### src/sqoct_pkg.sv
// sqoct_pkg: shared widths, register map and stage types of the squoct lattice distance block.
// Used by every module under src; depends on nothing.
package sqoct_pkg;

    localparam int COORD_BITS = 10;
    localparam int SIZE_BITS  = 10;
    localparam int DIST_BITS  = (COORD_BITS > SIZE_BITS) ? COORD_BITS : SIZE_BITS;
    localparam int VIRT_BITS  = DIST_BITS - 1;
    localparam int OUT_BITS   = 11;
    localparam int ADDR_BITS  = 4;
    localparam int DATA_BITS  = 32;

    // remainder pipeline: one bit of the restoring remainder per step
    localparam int REM_STAGES          = 3;
    localparam int REM_STEPS_PER_STAGE = (VIRT_BITS + REM_STAGES - 1) / REM_STAGES;

    localparam logic [SIZE_BITS-1:0] SIZE_RESET = SIZE_BITS'(96);

    typedef enum logic [1:0] {
        REG_LATTICE_KIND,
        REG_SYNDROME_KIND,
        REG_LATTICE_WIDTH,
        REG_LATTICE_HEIGHT
    } t_reg_idx;

    typedef logic [DIST_BITS-1:0] t_coord;
    typedef logic [VIRT_BITS-1:0] t_vrt;

    typedef struct packed {
        logic                 lattice_kind;
        logic                 syndrome_kind;
        logic [SIZE_BITS-1:0] lattice_width;
        logic [SIZE_BITS-1:0] lattice_height;
    } t_cfg;

    // one endpoint after neighbour selection; rem/dvs feed the (v+1) mod size unit
    typedef struct packed {
        logic   sq;
        logic   along_x;
        t_coord x;
        t_coord y;
        t_coord down;
        t_vrt   rem;
        t_vrt   dvs;
        logic   dvs_zero;
    } t_end;

    typedef struct packed {
        logic   valid;
        logic   same;
        t_end   a;
        t_end   b;
        t_coord sx;
        t_coord sy;
    } t_job;

endpackage

### src/sqoct_cfg.sv
// sqoct_cfg: APB-style register file holding lattice kind, syndrome kind and sizes.
// Depends on sqoct_pkg.
module sqoct_cfg (
    input  logic                           i_clk,
    input  logic                           i_rst_n,
    input  logic                           i_psel,
    input  logic                           i_penable,
    input  logic                           i_pwrite,
    input  logic [sqoct_pkg::ADDR_BITS-1:0] i_paddr,
    input  logic [sqoct_pkg::DATA_BITS-1:0] i_pwdata,
    output logic [sqoct_pkg::DATA_BITS-1:0] o_prdata,
    output logic                           o_pready,
    output sqoct_pkg::t_cfg                o_cfg
);

    sqoct_pkg::t_cfg     r_cfg;
    sqoct_pkg::t_reg_idx w_idx;
    logic                w_wr;

    assign w_idx    = sqoct_pkg::t_reg_idx'(i_paddr[sqoct_pkg::ADDR_BITS-1:2]);
    assign w_wr     = i_psel & i_penable & i_pwrite;
    assign o_pready = 1'b1;
    assign o_cfg    = r_cfg;

    always_ff @(posedge i_clk) begin
        if (!i_rst_n) begin
            r_cfg.lattice_kind   <= 1'b0;
            r_cfg.syndrome_kind  <= 1'b0;
            r_cfg.lattice_width  <= sqoct_pkg::SIZE_RESET;
            r_cfg.lattice_height <= sqoct_pkg::SIZE_RESET;
        end else if (w_wr) begin
            case (w_idx)
                sqoct_pkg::REG_LATTICE_KIND:   r_cfg.lattice_kind  <= i_pwdata[0];
                sqoct_pkg::REG_SYNDROME_KIND:  r_cfg.syndrome_kind <= i_pwdata[0];
                sqoct_pkg::REG_LATTICE_WIDTH:
                    r_cfg.lattice_width  <= i_pwdata[sqoct_pkg::SIZE_BITS-1:0];
                sqoct_pkg::REG_LATTICE_HEIGHT:
                    r_cfg.lattice_height <= i_pwdata[sqoct_pkg::SIZE_BITS-1:0];
                default: ;
            endcase
        end
    end

    always_comb begin
        o_prdata = '0;
        case (w_idx)
            sqoct_pkg::REG_LATTICE_KIND:   o_prdata[0] = r_cfg.lattice_kind;
            sqoct_pkg::REG_SYNDROME_KIND:  o_prdata[0] = r_cfg.syndrome_kind;
            sqoct_pkg::REG_LATTICE_WIDTH:
                o_prdata[sqoct_pkg::SIZE_BITS-1:0] = r_cfg.lattice_width;
            sqoct_pkg::REG_LATTICE_HEIGHT:
                o_prdata[sqoct_pkg::SIZE_BITS-1:0] = r_cfg.lattice_height;
            default: o_prdata = '0;
        endcase
    end

endmodule

### src/sqoct_prep.sv
// sqoct_prep: first two pipeline stages - map squoct points to the virtual lattice
// (divide by 3), then pick square-site neighbours. Depends on sqoct_pkg.
module sqoct_prep (
    input  logic                             i_clk,
    input  logic                             i_rst_n,
    input  sqoct_pkg::t_cfg                  i_cfg,
    input  logic                             i_valid,
    input  logic [sqoct_pkg::COORD_BITS-1:0] i_first_x,
    input  logic [sqoct_pkg::COORD_BITS-1:0] i_first_y,
    input  logic [sqoct_pkg::COORD_BITS-1:0] i_second_x,
    input  logic [sqoct_pkg::COORD_BITS-1:0] i_second_y,
    output sqoct_pkg::t_job                  o_job
);

    localparam int DB = sqoct_pkg::DIST_BITS;
    localparam logic [DB-1:0] DIV3_MUL = DB'(((1 << (DB + 1)) + 2) / 3);

    typedef struct packed {
        logic              valid;
        logic              same;
        sqoct_pkg::t_coord ax;
        sqoct_pkg::t_coord ay;
        sqoct_pkg::t_coord bx;
        sqoct_pkg::t_coord by;
        sqoct_pkg::t_coord sx;
        sqoct_pkg::t_coord sy;
    } t_pts;

    // floor(n/3) by reciprocal multiply, exact for every n below 2**DB
    function automatic sqoct_pkg::t_coord div3(input sqoct_pkg::t_coord n);
        logic [2*DB-1:0] prod;
        prod = {{DB{1'b0}}, n} * {{DB{1'b0}}, DIV3_MUL};
        return sqoct_pkg::t_coord'(prod >> (DB + 1));
    endfunction

    function automatic sqoct_pkg::t_coord to_virtual(input sqoct_pkg::t_coord c);
        return (c == '0) ? '0 : div3(c - DB'(1));
    endfunction

    function automatic sqoct_pkg::t_end make_end(
        input sqoct_pkg::t_coord x,
        input sqoct_pkg::t_coord y,
        input sqoct_pkg::t_coord sx,
        input sqoct_pkg::t_coord sy,
        input logic              toric,
        input logic              synd
    );
        sqoct_pkg::t_end   e;
        sqoct_pkg::t_coord v;
        sqoct_pkg::t_coord s;
        e.sq      = !toric && (x[0] != y[0]);
        e.along_x = x[0] ^ synd;
        e.x       = x;
        e.y       = y;
        v         = e.along_x ? x : y;
        s         = e.along_x ? sx : sy;
        e.rem      = sqoct_pkg::t_vrt'(v) + sqoct_pkg::VIRT_BITS'(1);
        e.dvs      = sqoct_pkg::t_vrt'(s);
        e.dvs_zero = (s == '0);
        if (v != '0) begin
            e.down = v - DB'(1);
        end else begin
            e.down = (s == '0) ? '0 : s - DB'(1);
        end
        return e;
    endfunction

    t_pts            r_pts, n_pts;
    sqoct_pkg::t_job r_job, n_job;

    always_comb begin
        n_pts.valid = i_valid;
        n_pts.same  = !i_cfg.lattice_kind && (i_first_x == i_second_x)
                      && (i_first_y == i_second_y);
        if (i_cfg.lattice_kind) begin
            n_pts.ax = DB'(i_first_x);
            n_pts.ay = DB'(i_first_y);
            n_pts.bx = DB'(i_second_x);
            n_pts.by = DB'(i_second_y);
            n_pts.sx = DB'(i_cfg.lattice_width);
            n_pts.sy = DB'(i_cfg.lattice_height);
        end else begin
            n_pts.ax = to_virtual(DB'(i_first_x));
            n_pts.ay = to_virtual(DB'(i_first_y));
            n_pts.bx = to_virtual(DB'(i_second_x));
            n_pts.by = to_virtual(DB'(i_second_y));
            n_pts.sx = div3(DB'(i_cfg.lattice_width));
            n_pts.sy = div3(DB'(i_cfg.lattice_height));
        end
    end

    always_comb begin
        n_job.valid = r_pts.valid;
        n_job.same  = r_pts.same;
        n_job.sx    = r_pts.sx;
        n_job.sy    = r_pts.sy;
        n_job.a     = make_end(r_pts.ax, r_pts.ay, r_pts.sx, r_pts.sy,
                               i_cfg.lattice_kind, i_cfg.syndrome_kind);
        n_job.b     = make_end(r_pts.bx, r_pts.by, r_pts.sx, r_pts.sy,
                               i_cfg.lattice_kind, i_cfg.syndrome_kind);
    end

    always_ff @(posedge i_clk) begin
        if (!i_rst_n) begin
            r_pts.valid <= 1'b0;
            r_job.valid <= 1'b0;
        end else begin
            r_pts <= n_pts;
            r_job <= n_job;
        end
    end

    assign o_job = r_job;

endmodule

### src/sqoct_wrap.sv
// sqoct_wrap: pipelined restoring remainder giving (v+1) mod size for both endpoints,
// a few quotient bits per stage. Depends on sqoct_pkg.
module sqoct_wrap (
    input  logic            i_clk,
    input  logic            i_rst_n,
    input  sqoct_pkg::t_job i_job,
    output sqoct_pkg::t_job o_job
);

    localparam int VB  = sqoct_pkg::VIRT_BITS;
    localparam int SPS = sqoct_pkg::REM_STEPS_PER_STAGE;

    function automatic sqoct_pkg::t_end rem_steps(input sqoct_pkg::t_end e, input int st);
        sqoct_pkg::t_end r;
        logic [2*VB-1:0] acc;
        logic [2*VB-1:0] sub;
        int              bit_i;
        r = e;
        for (int k = 0; k < SPS; k++) begin
            bit_i = VB - 1 - (st * SPS + k);
            if (bit_i >= 0) begin
                acc = {{VB{1'b0}}, r.rem};
                sub = {{VB{1'b0}}, r.dvs} << bit_i;
                if (acc >= sub) begin
                    r.rem = VB'(acc - sub);
                end
            end
        end
        return r;
    endfunction

    sqoct_pkg::t_job w_in    [sqoct_pkg::REM_STAGES];
    sqoct_pkg::t_job n_stage [sqoct_pkg::REM_STAGES];
    sqoct_pkg::t_job r_stage [sqoct_pkg::REM_STAGES];

    for (genvar s = 0; s < sqoct_pkg::REM_STAGES; s++) begin : g_stage
        if (s == 0) begin : g_head
            assign w_in[s] = i_job;
        end else begin : g_tail
            assign w_in[s] = r_stage[s-1];
        end

        always_comb begin
            n_stage[s]   = w_in[s];
            n_stage[s].a = rem_steps(w_in[s].a, s);
            n_stage[s].b = rem_steps(w_in[s].b, s);
        end

        always_ff @(posedge i_clk) begin
            if (!i_rst_n) begin
                r_stage[s].valid <= 1'b0;
            end else begin
                r_stage[s] <= n_stage[s];
            end
        end
    end

    assign o_job = r_stage[sqoct_pkg::REM_STAGES-1];

endmodule

### src/sqoct_dist.sv
// sqoct_dist: per-axis periodic distances for all neighbour pairs, sums, minimum and
// square-endpoint correction, three register stages. Depends on sqoct_pkg.
module sqoct_dist (
    input  logic                           i_clk,
    input  logic                           i_rst_n,
    input  sqoct_pkg::t_job                i_job,
    output logic                           o_valid,
    output logic [sqoct_pkg::OUT_BITS-1:0] o_distance
);

    localparam int DB = sqoct_pkg::DIST_BITS;

    typedef struct packed {
        sqoct_pkg::t_coord x;
        sqoct_pkg::t_coord y;
    } t_pt;

    typedef logic [DB:0] t_sum;

    function automatic sqoct_pkg::t_coord axis_dist(
        input sqoct_pkg::t_coord a,
        input sqoct_pkg::t_coord b,
        input sqoct_pkg::t_coord s
    );
        sqoct_pkg::t_coord d;
        d = (a > b) ? a - b : b - a;
        if (d <= s && (s - d) < d) begin
            return s - d;
        end
        return d;
    endfunction

    // up neighbour for up=1, down neighbour otherwise; an octagon stands for itself
    function automatic t_pt cand(input sqoct_pkg::t_end e, input logic up);
        t_pt               p;
        sqoct_pkg::t_coord nv;
        nv  = up ? (e.dvs_zero ? '0 : DB'(e.rem)) : e.down;
        p.x = e.x;
        p.y = e.y;
        if (e.sq) begin
            if (e.along_x) begin
                p.x = nv;
            end else begin
                p.y = nv;
            end
        end
        return p;
    endfunction

    // stage C: axis distances of the four pairs
    logic              r_c_valid, n_c_valid;
    logic              r_c_same,  n_c_same;
    logic [1:0]        r_c_extra, n_c_extra;
    sqoct_pkg::t_coord r_c_dx [4];
    sqoct_pkg::t_coord r_c_dy [4];
    sqoct_pkg::t_coord n_c_dx [4];
    sqoct_pkg::t_coord n_c_dy [4];
    t_pt               w_pa   [2];
    t_pt               w_pb   [2];

    always_comb begin
        w_pa[0]   = cand(i_job.a, 1'b1);
        w_pa[1]   = cand(i_job.a, 1'b0);
        w_pb[0]   = cand(i_job.b, 1'b1);
        w_pb[1]   = cand(i_job.b, 1'b0);
        n_c_valid = i_job.valid;
        n_c_same  = i_job.same;
        n_c_extra = {1'b0, i_job.a.sq} + {1'b0, i_job.b.sq};
        for (int i = 0; i < 2; i++) begin
            for (int j = 0; j < 2; j++) begin
                n_c_dx[i*2+j] = axis_dist(w_pa[i].x, w_pb[j].x, i_job.sx);
                n_c_dy[i*2+j] = axis_dist(w_pa[i].y, w_pb[j].y, i_job.sy);
            end
        end
    end

    // stage D: Manhattan sums, pairwise minimum
    logic       r_d_valid, n_d_valid;
    logic       r_d_same,  n_d_same;
    logic [1:0] r_d_extra, n_d_extra;
    t_sum       r_d_m01, n_d_m01;
    t_sum       r_d_m23, n_d_m23;
    t_sum       w_sum [4];

    always_comb begin
        for (int k = 0; k < 4; k++) begin
            w_sum[k] = {1'b0, r_c_dx[k]} + {1'b0, r_c_dy[k]};
        end
        n_d_valid = r_c_valid;
        n_d_same  = r_c_same;
        n_d_extra = r_c_extra;
        n_d_m01   = (w_sum[1] < w_sum[0]) ? w_sum[1] : w_sum[0];
        n_d_m23   = (w_sum[3] < w_sum[2]) ? w_sum[3] : w_sum[2];
    end

    // stage E: final minimum plus one per square endpoint
    logic                           r_e_valid, n_e_valid;
    logic [sqoct_pkg::OUT_BITS-1:0] r_e_dist,  n_e_dist;
    t_sum                           w_best;
    logic [DB+1:0]                  w_total;

    always_comb begin
        w_best    = (r_d_m23 < r_d_m01) ? r_d_m23 : r_d_m01;
        w_total   = {1'b0, w_best} + (DB + 2)'(r_d_extra);
        n_e_valid = r_d_valid;
        n_e_dist  = r_d_same ? '0 : sqoct_pkg::OUT_BITS'(w_total);
    end

    always_ff @(posedge i_clk) begin
        if (!i_rst_n) begin
            r_c_valid <= 1'b0;
            r_d_valid <= 1'b0;
            r_e_valid <= 1'b0;
        end else begin
            r_c_valid <= n_c_valid;
            r_d_valid <= n_d_valid;
            r_e_valid <= n_e_valid;
        end
    end

    always_ff @(posedge i_clk) begin
        r_c_same  <= n_c_same;
        r_c_extra <= n_c_extra;
        r_c_dx    <= n_c_dx;
        r_c_dy    <= n_c_dy;
        r_d_same  <= n_d_same;
        r_d_extra <= n_d_extra;
        r_d_m01   <= n_d_m01;
        r_d_m23   <= n_d_m23;
        r_e_dist  <= n_e_dist;
    end

    assign o_valid    = r_e_valid;
    assign o_distance = r_e_dist;

endmodule

### src/squoct_lattice_distance.sv
// squoct_lattice_distance: toric / squoct wrap-around lattice distance, 8-stage pipeline.
// Throughput: one start beat every cycle; busy stays low.
// Pipeline order from start to o_valid: divide-by-3, neighbour select,
// 3-stage remainder, pair distances, sums, minimum.
// Reset (synchronous, i_rst_n low) empties the pipeline and restores the registers.
// Depends on sqoct_pkg, sqoct_cfg, sqoct_prep, sqoct_wrap, sqoct_dist.
module squoct_lattice_distance (
    input  logic                             i_clk,
    input  logic                             i_rst_n,
    input  logic                             psel,
    input  logic                             penable,
    input  logic                             pwrite,
    input  logic [sqoct_pkg::ADDR_BITS-1:0]  paddr,
    input  logic [sqoct_pkg::DATA_BITS-1:0]  pwdata,
    output logic [sqoct_pkg::DATA_BITS-1:0]  prdata,
    output logic                             pready,
    input  logic                             start,
    output logic                             busy,
    input  logic [sqoct_pkg::COORD_BITS-1:0] i_first_x,
    input  logic [sqoct_pkg::COORD_BITS-1:0] i_first_y,
    input  logic [sqoct_pkg::COORD_BITS-1:0] i_second_x,
    input  logic [sqoct_pkg::COORD_BITS-1:0] i_second_y,
    output logic                             o_valid,
    output logic [sqoct_pkg::OUT_BITS-1:0]   o_distance
);

    sqoct_pkg::t_cfg w_cfg;
    sqoct_pkg::t_job w_prep_job;
    sqoct_pkg::t_job w_wrap_job;

    assign busy = 1'b0;

    sqoct_cfg u_cfg (
        .i_clk     (i_clk),
        .i_rst_n   (i_rst_n),
        .i_psel    (psel),
        .i_penable (penable),
        .i_pwrite  (pwrite),
        .i_paddr   (paddr),
        .i_pwdata  (pwdata),
        .o_prdata  (prdata),
        .o_pready  (pready),
        .o_cfg     (w_cfg)
    );

    sqoct_prep u_prep (
        .i_clk      (i_clk),
        .i_rst_n    (i_rst_n),
        .i_cfg      (w_cfg),
        .i_valid    (start),
        .i_first_x  (i_first_x),
        .i_first_y  (i_first_y),
        .i_second_x (i_second_x),
        .i_second_y (i_second_y),
        .o_job      (w_prep_job)
    );

    sqoct_wrap u_wrap (
        .i_clk   (i_clk),
        .i_rst_n (i_rst_n),
        .i_job   (w_prep_job),
        .o_job   (w_wrap_job)
    );

    sqoct_dist u_dist (
        .i_clk      (i_clk),
        .i_rst_n    (i_rst_n),
        .i_job      (w_wrap_job),
        .o_valid    (o_valid),
        .o_distance (o_distance)
    );

endmodule

### config.mk
export PLATFORM = sky130hd
export DESIGN_NAME = squoct_lattice_distance
export DESIGN_NICKNAME = d
export VERILOG_FILES = /design/src/sqoct_pkg.sv /design/src/sqoct_cfg.sv /design/src/sqoct_prep.sv /design/src/sqoct_wrap.sv /design/src/sqoct_dist.sv /design/src/squoct_lattice_distance.sv
export SDC_FILE = /design/constraint.sdc
export NUM_CORES = 2
export LEC_CHECK = 0
export BUFFER_PORTS_ARGS = -buffer_cell sky130_fd_sc_hd__buf_2
export CORE_MARGIN = 2
export CORE_UTILIZATION = 51
export CTS_CLUSTER_SIZE = 20
export DETAILED_ROUTE_END_ITERATION = 16
export PLACE_DENSITY_LB_ADDON = 0.3
export SLEW_MARGIN = 15
export SYNTH_ARGS = -nofsm -noshare
export SYNTH_HDL_FRONTEND = slang
export SYNTH_SLANG_ARGS = --single-unit
### constraint.sdc
create_clock -name i_clk -period 10.41 [get_ports i_clk]
set_input_delay 0.5205 -clock i_clk [delete_from_list [all_inputs] [get_ports i_clk]]
set_output_delay 0.5205 -clock i_clk [all_outputs]
set_load 0.005 [all_outputs]
==> out/qor.txt <==
Sequential Power Share - 23.6%
Starting DRT DRC Count - 2466
htree depth - 3
Switching Fraction - 43.5%
first-pass GRT wire length - 204 mm
crit-path max cell delay - 0.61 ns
post-synthesis register bit count - 684
maximum VDD drop - 580 uV
DPL Wire Length - 105 mm
layout cells sized above 1 - 7.20%
asr flop ratio synth - 0%
RSZ-0062 raised after global routing - false
antenna-violating nets left - 0
All-Layer GR Usage - 23.9%
Nets - 6352
pins over their slew limit - 0
CP max FO - 25
routed len/inst - 19.1 um
DR DRC count - 0
Die Wd - 330 um
drt via density - 5.62
largest net degree at the start of global routing - 210
vias in the first global route - 37600
gr ovfl total - 0
Critical Path RT - 10.94 ns
Avg Cell Area, Syn - 10.4 um2
Final min period - 8.66 ns
share of the yosys chip area belonging to registers - 35.2%
power density over the cells - 321 nW/um2
Core Util, Final - 55.5%
ANT cells - 0
sw power - 0.00817 W
1st-pass router iterations - 6
Synth-to-Final Area Change - 7.92%
Slew @ Worst Pin - 1.11 ns
Syn Inst Count - 5213
maxcap violations - 0
Internal Power - 0.0106 W
Hold Path Class - in2reg
relative slew slack - 26.2%
Period Utilization, post-route - 83.2%
Clock Latency Late Sink - 0.65 ns
Post-Syn Area - 54200 um2
core area - 105000 um2
placed cells - 6600
outcome - finished, final reports clean
arrival time at the worst endpoint - 9.19 ns
power share of the clock group - 13.9%
Pleak - 26.5 nW
Reg clk slew, reported paths - 0.06 ns
# clock sinks - 684
Worst Hold Depth - 2
post-CTS setup buffers - 0
routed vias - 37900
clk root buf - clkbuf_16
Die Y-Extent - 330 um
final clock skew - 0.0406 ns
CTS tree - built
maximum clock frequency - 0.115 GHz
number of synthesized flops with an enable pin - 535
final setup margin - 1.75 ns
# port buffers - 79
Final Hold Fails - 0
CP Launch Type - flop
clk buf depth - 3
Non-Filler Instances - 6736
antenna violations before repair - 2
setup TNS - 0 ns
CTS Hold Buffers Added - 0
Initial Util - 51.5%
Hold WS - 0.0892 ns
CP max stage cell - edfxtp_1
Die ar. - 109000 um2
Gate power share - 62.5%
worst reg2reg path depth - 29
cts bufs inserted - 74
Critical Setup Path Class - reg2reg
CTS resizes - 0
dpl ws - 1.86 ns
distinct cell type count after synthesis - 104
Cell Rows - 119
drt total wl - 129 mm
I/O pins - 128
CP endpoint kind - flop
routability cong. - 0.979
CP most frequent cell - ha_1
Final setup viols - 0
Ys Warns - 0
Top FF cell, synth - edfxtp_1
-- metal layers --
metal,track usage [%],up-vias,part of all wire [%]
li1,-,18700,-
met1,31.0,18000,44
met2,41.1,887,48
met3,2.46,257,4.0
met4,9.09,0,4.0
met5,0,-,0
-- cell usage after synthesis (all sizes together) (13+ instances only) --
| cell | number | area share [%] |
|---|---|---|
| o31ai | 29 | 0.40 |
| a22o | 33 | 0.53 |
| a221oi | 22 | 0.40 |
| o22ai | 13 | 0.15 |
| a21boi | 20 | 0.28 |
| nand3 | 91 | 0.84 |
| a211oi | 29 | 0.42 |
| fa | 169 | 6.2 |
| nor4 | 34 | 0.46 |
| maj3 | 13 | 0.25 |
| nand4 | 56 | 0.65 |
| and2 | 59 | 0.68 |
| nor2 | 245 | 1.7 |
| edfxtp | 535 | 30 |
| o311ai | 13 | 0.21 |
| nand2 | 293 | 2.0 |
| mux2i | 178 | 3.3 |
| inv | 650 | 4.5 |
| o21ai | 209 | 1.9 |
| mux2 | 97 | 2.0 |
| nor2b | 83 | 0.97 |
| ha | 815 | 19 |
| nand2b | 46 | 0.53 |
| a31oi | 30 | 0.35 |
| dfxtp | 149 | 5.5 |
| xor2 | 125 | 2.0 |
| a21oi | 273 | 2.6 |
| and4 | 14 | 0.23 |
| o211ai | 28 | 0.39 |
| nor3 | 58 | 0.54 |
| a21o | 134 | 1.9 |
| o21a | 45 | 0.62 |
| buf | 56 | 0.66 |
| xnor2 | 227 | 3.7 |
| and3 | 23 | 0.27 |
| clkbuf | 73 | 0.51 |
| or4 | 13 | 0.18 |
| o21bai | 46 | 0.64 |
| or3 | 28 | 0.32 |
| or2 | 17 | 0.20 |
-- placed cells by master, fill, tap and decap left out, types with 22 or more instances in the layout --
cell / netlist / layout
o21a_1: 45 / 45
clkbuf_16: 0 / 75
buf_4: 27 / 24
a31oi_1: 30 / 30
and2_1: 56 / 56
conb_1: 2 / 24
or3_1: 28 / 28
buf_2: 20 / 78
ha_1: 815 / 815
xor2_1: 125 / 125
nor4_1: 31 / 31
nor2b_1: 82 / 82
o211ai_1: 28 / 28
and3_1: 22 / 22
o31ai_1: 29 / 29
o21ai_0: 196 / 196
dfxtp_1: 149 / 148
mux2_2: 92 / 92
a21o_1: 134 / 134
nand2b_1: 46 / 46
a22o_1: 33 / 33
a211oi_1: 27 / 27
edfxtp_1: 535 / 535
xnor2_1: 226 / 224
a21oi_1: 270 / 270
inv_1: 646 / 646
mux2i_1: 174 / 174
nor3_1: 58 / 58
nand2_1: 291 / 291
nor2_1: 242 / 242
o21bai_1: 46 / 46
nand4_1: 56 / 56
nand3_1: 91 / 91
fa_1: 169 / 169
-- layout make-up --
type | instances | area (um2)
fillers | 8926 | 46800
well taps | 1391 | 1740
repair buffers | 104 | 606
clock buffers | 89 | 1950
flip-flops and latches | 684 | 19000
inverters | 650 | 2440
clock inverters | 46 | 518
multi-input cells | 3772 | 32200
-- critical path: cells and delay by family, from the launching register on --
kind / cells / cell delay [ns]
buf+inv: 2 / 0.15
fa+ha+maj: 5 / 1.80
xor+xnor: 1 / 0.42
mux: 1 / 0.34
compound gates: 11 / 2.94
simple gates: 9 / 2.28
flops: 1 / 0.61
-- power by group through the flow --
stage	clock (W)	combinational, W	sequential, W
after detailed placement	0	0.0116	0.00449
final	0.00261	0.0117	0.00444
after CTS	0.00267	0.0117	0.00444
after global placement	0	0.0113	0.00448
after global routing	0.00277	0.0132	0.00450
after floorplan	0	0.00901	0.00422
-- cells by family after synthesis --
family	synth area share, %
simple gates	10.2
fa+ha+maj	25.3
compound gates	12.5
xor+xnor	5.70
flops	35.2
mux	5.43
buf+inv	5.67
other cells	0.0139
-- worst paths after layout --
kind	start	endpoint	slack (ns)
setup / recovery	u_wrap.r_stage[2][121]	u_dist.r_c_dy[18]	1.75
setup reg to reg	u_wrap.r_stage[2][121]	u_dist.r_c_dy[18]	1.75
hold / removal	start	u_prep.n_job[123]	0.09
hold reg to reg	u_dist.n_d_extra[1]	u_dist.r_d_extra[1]	0.38
-- registers in the layout, summed over array words and instances (netlist names), 2 cells and up --
register / count
u_cfg.o_cfg: 22
u_dist.n_d_extra: 2
u_dist.o_distance: 11
u_dist.r_c_dx: 40
u_dist.r_c_dy: 40
u_dist.r_d_extra: 2
u_dist.r_d_m01: 11
u_dist.r_d_m23: 11
u_prep.n_job: 62
u_prep.o_job: 124
u_wrap.r_stage: 354
-- per-stage QoR --
stage,power (W),area (um2)
after floorplan,0.0132,54300
after CTS,0.0188,58500
final,0.0188,58500
after global routing,0.0205,58500
after detailed placement,0.0161,56000
after global placement,0.0158,56000
Note: power is estimated with default switching activity, not from simulation.
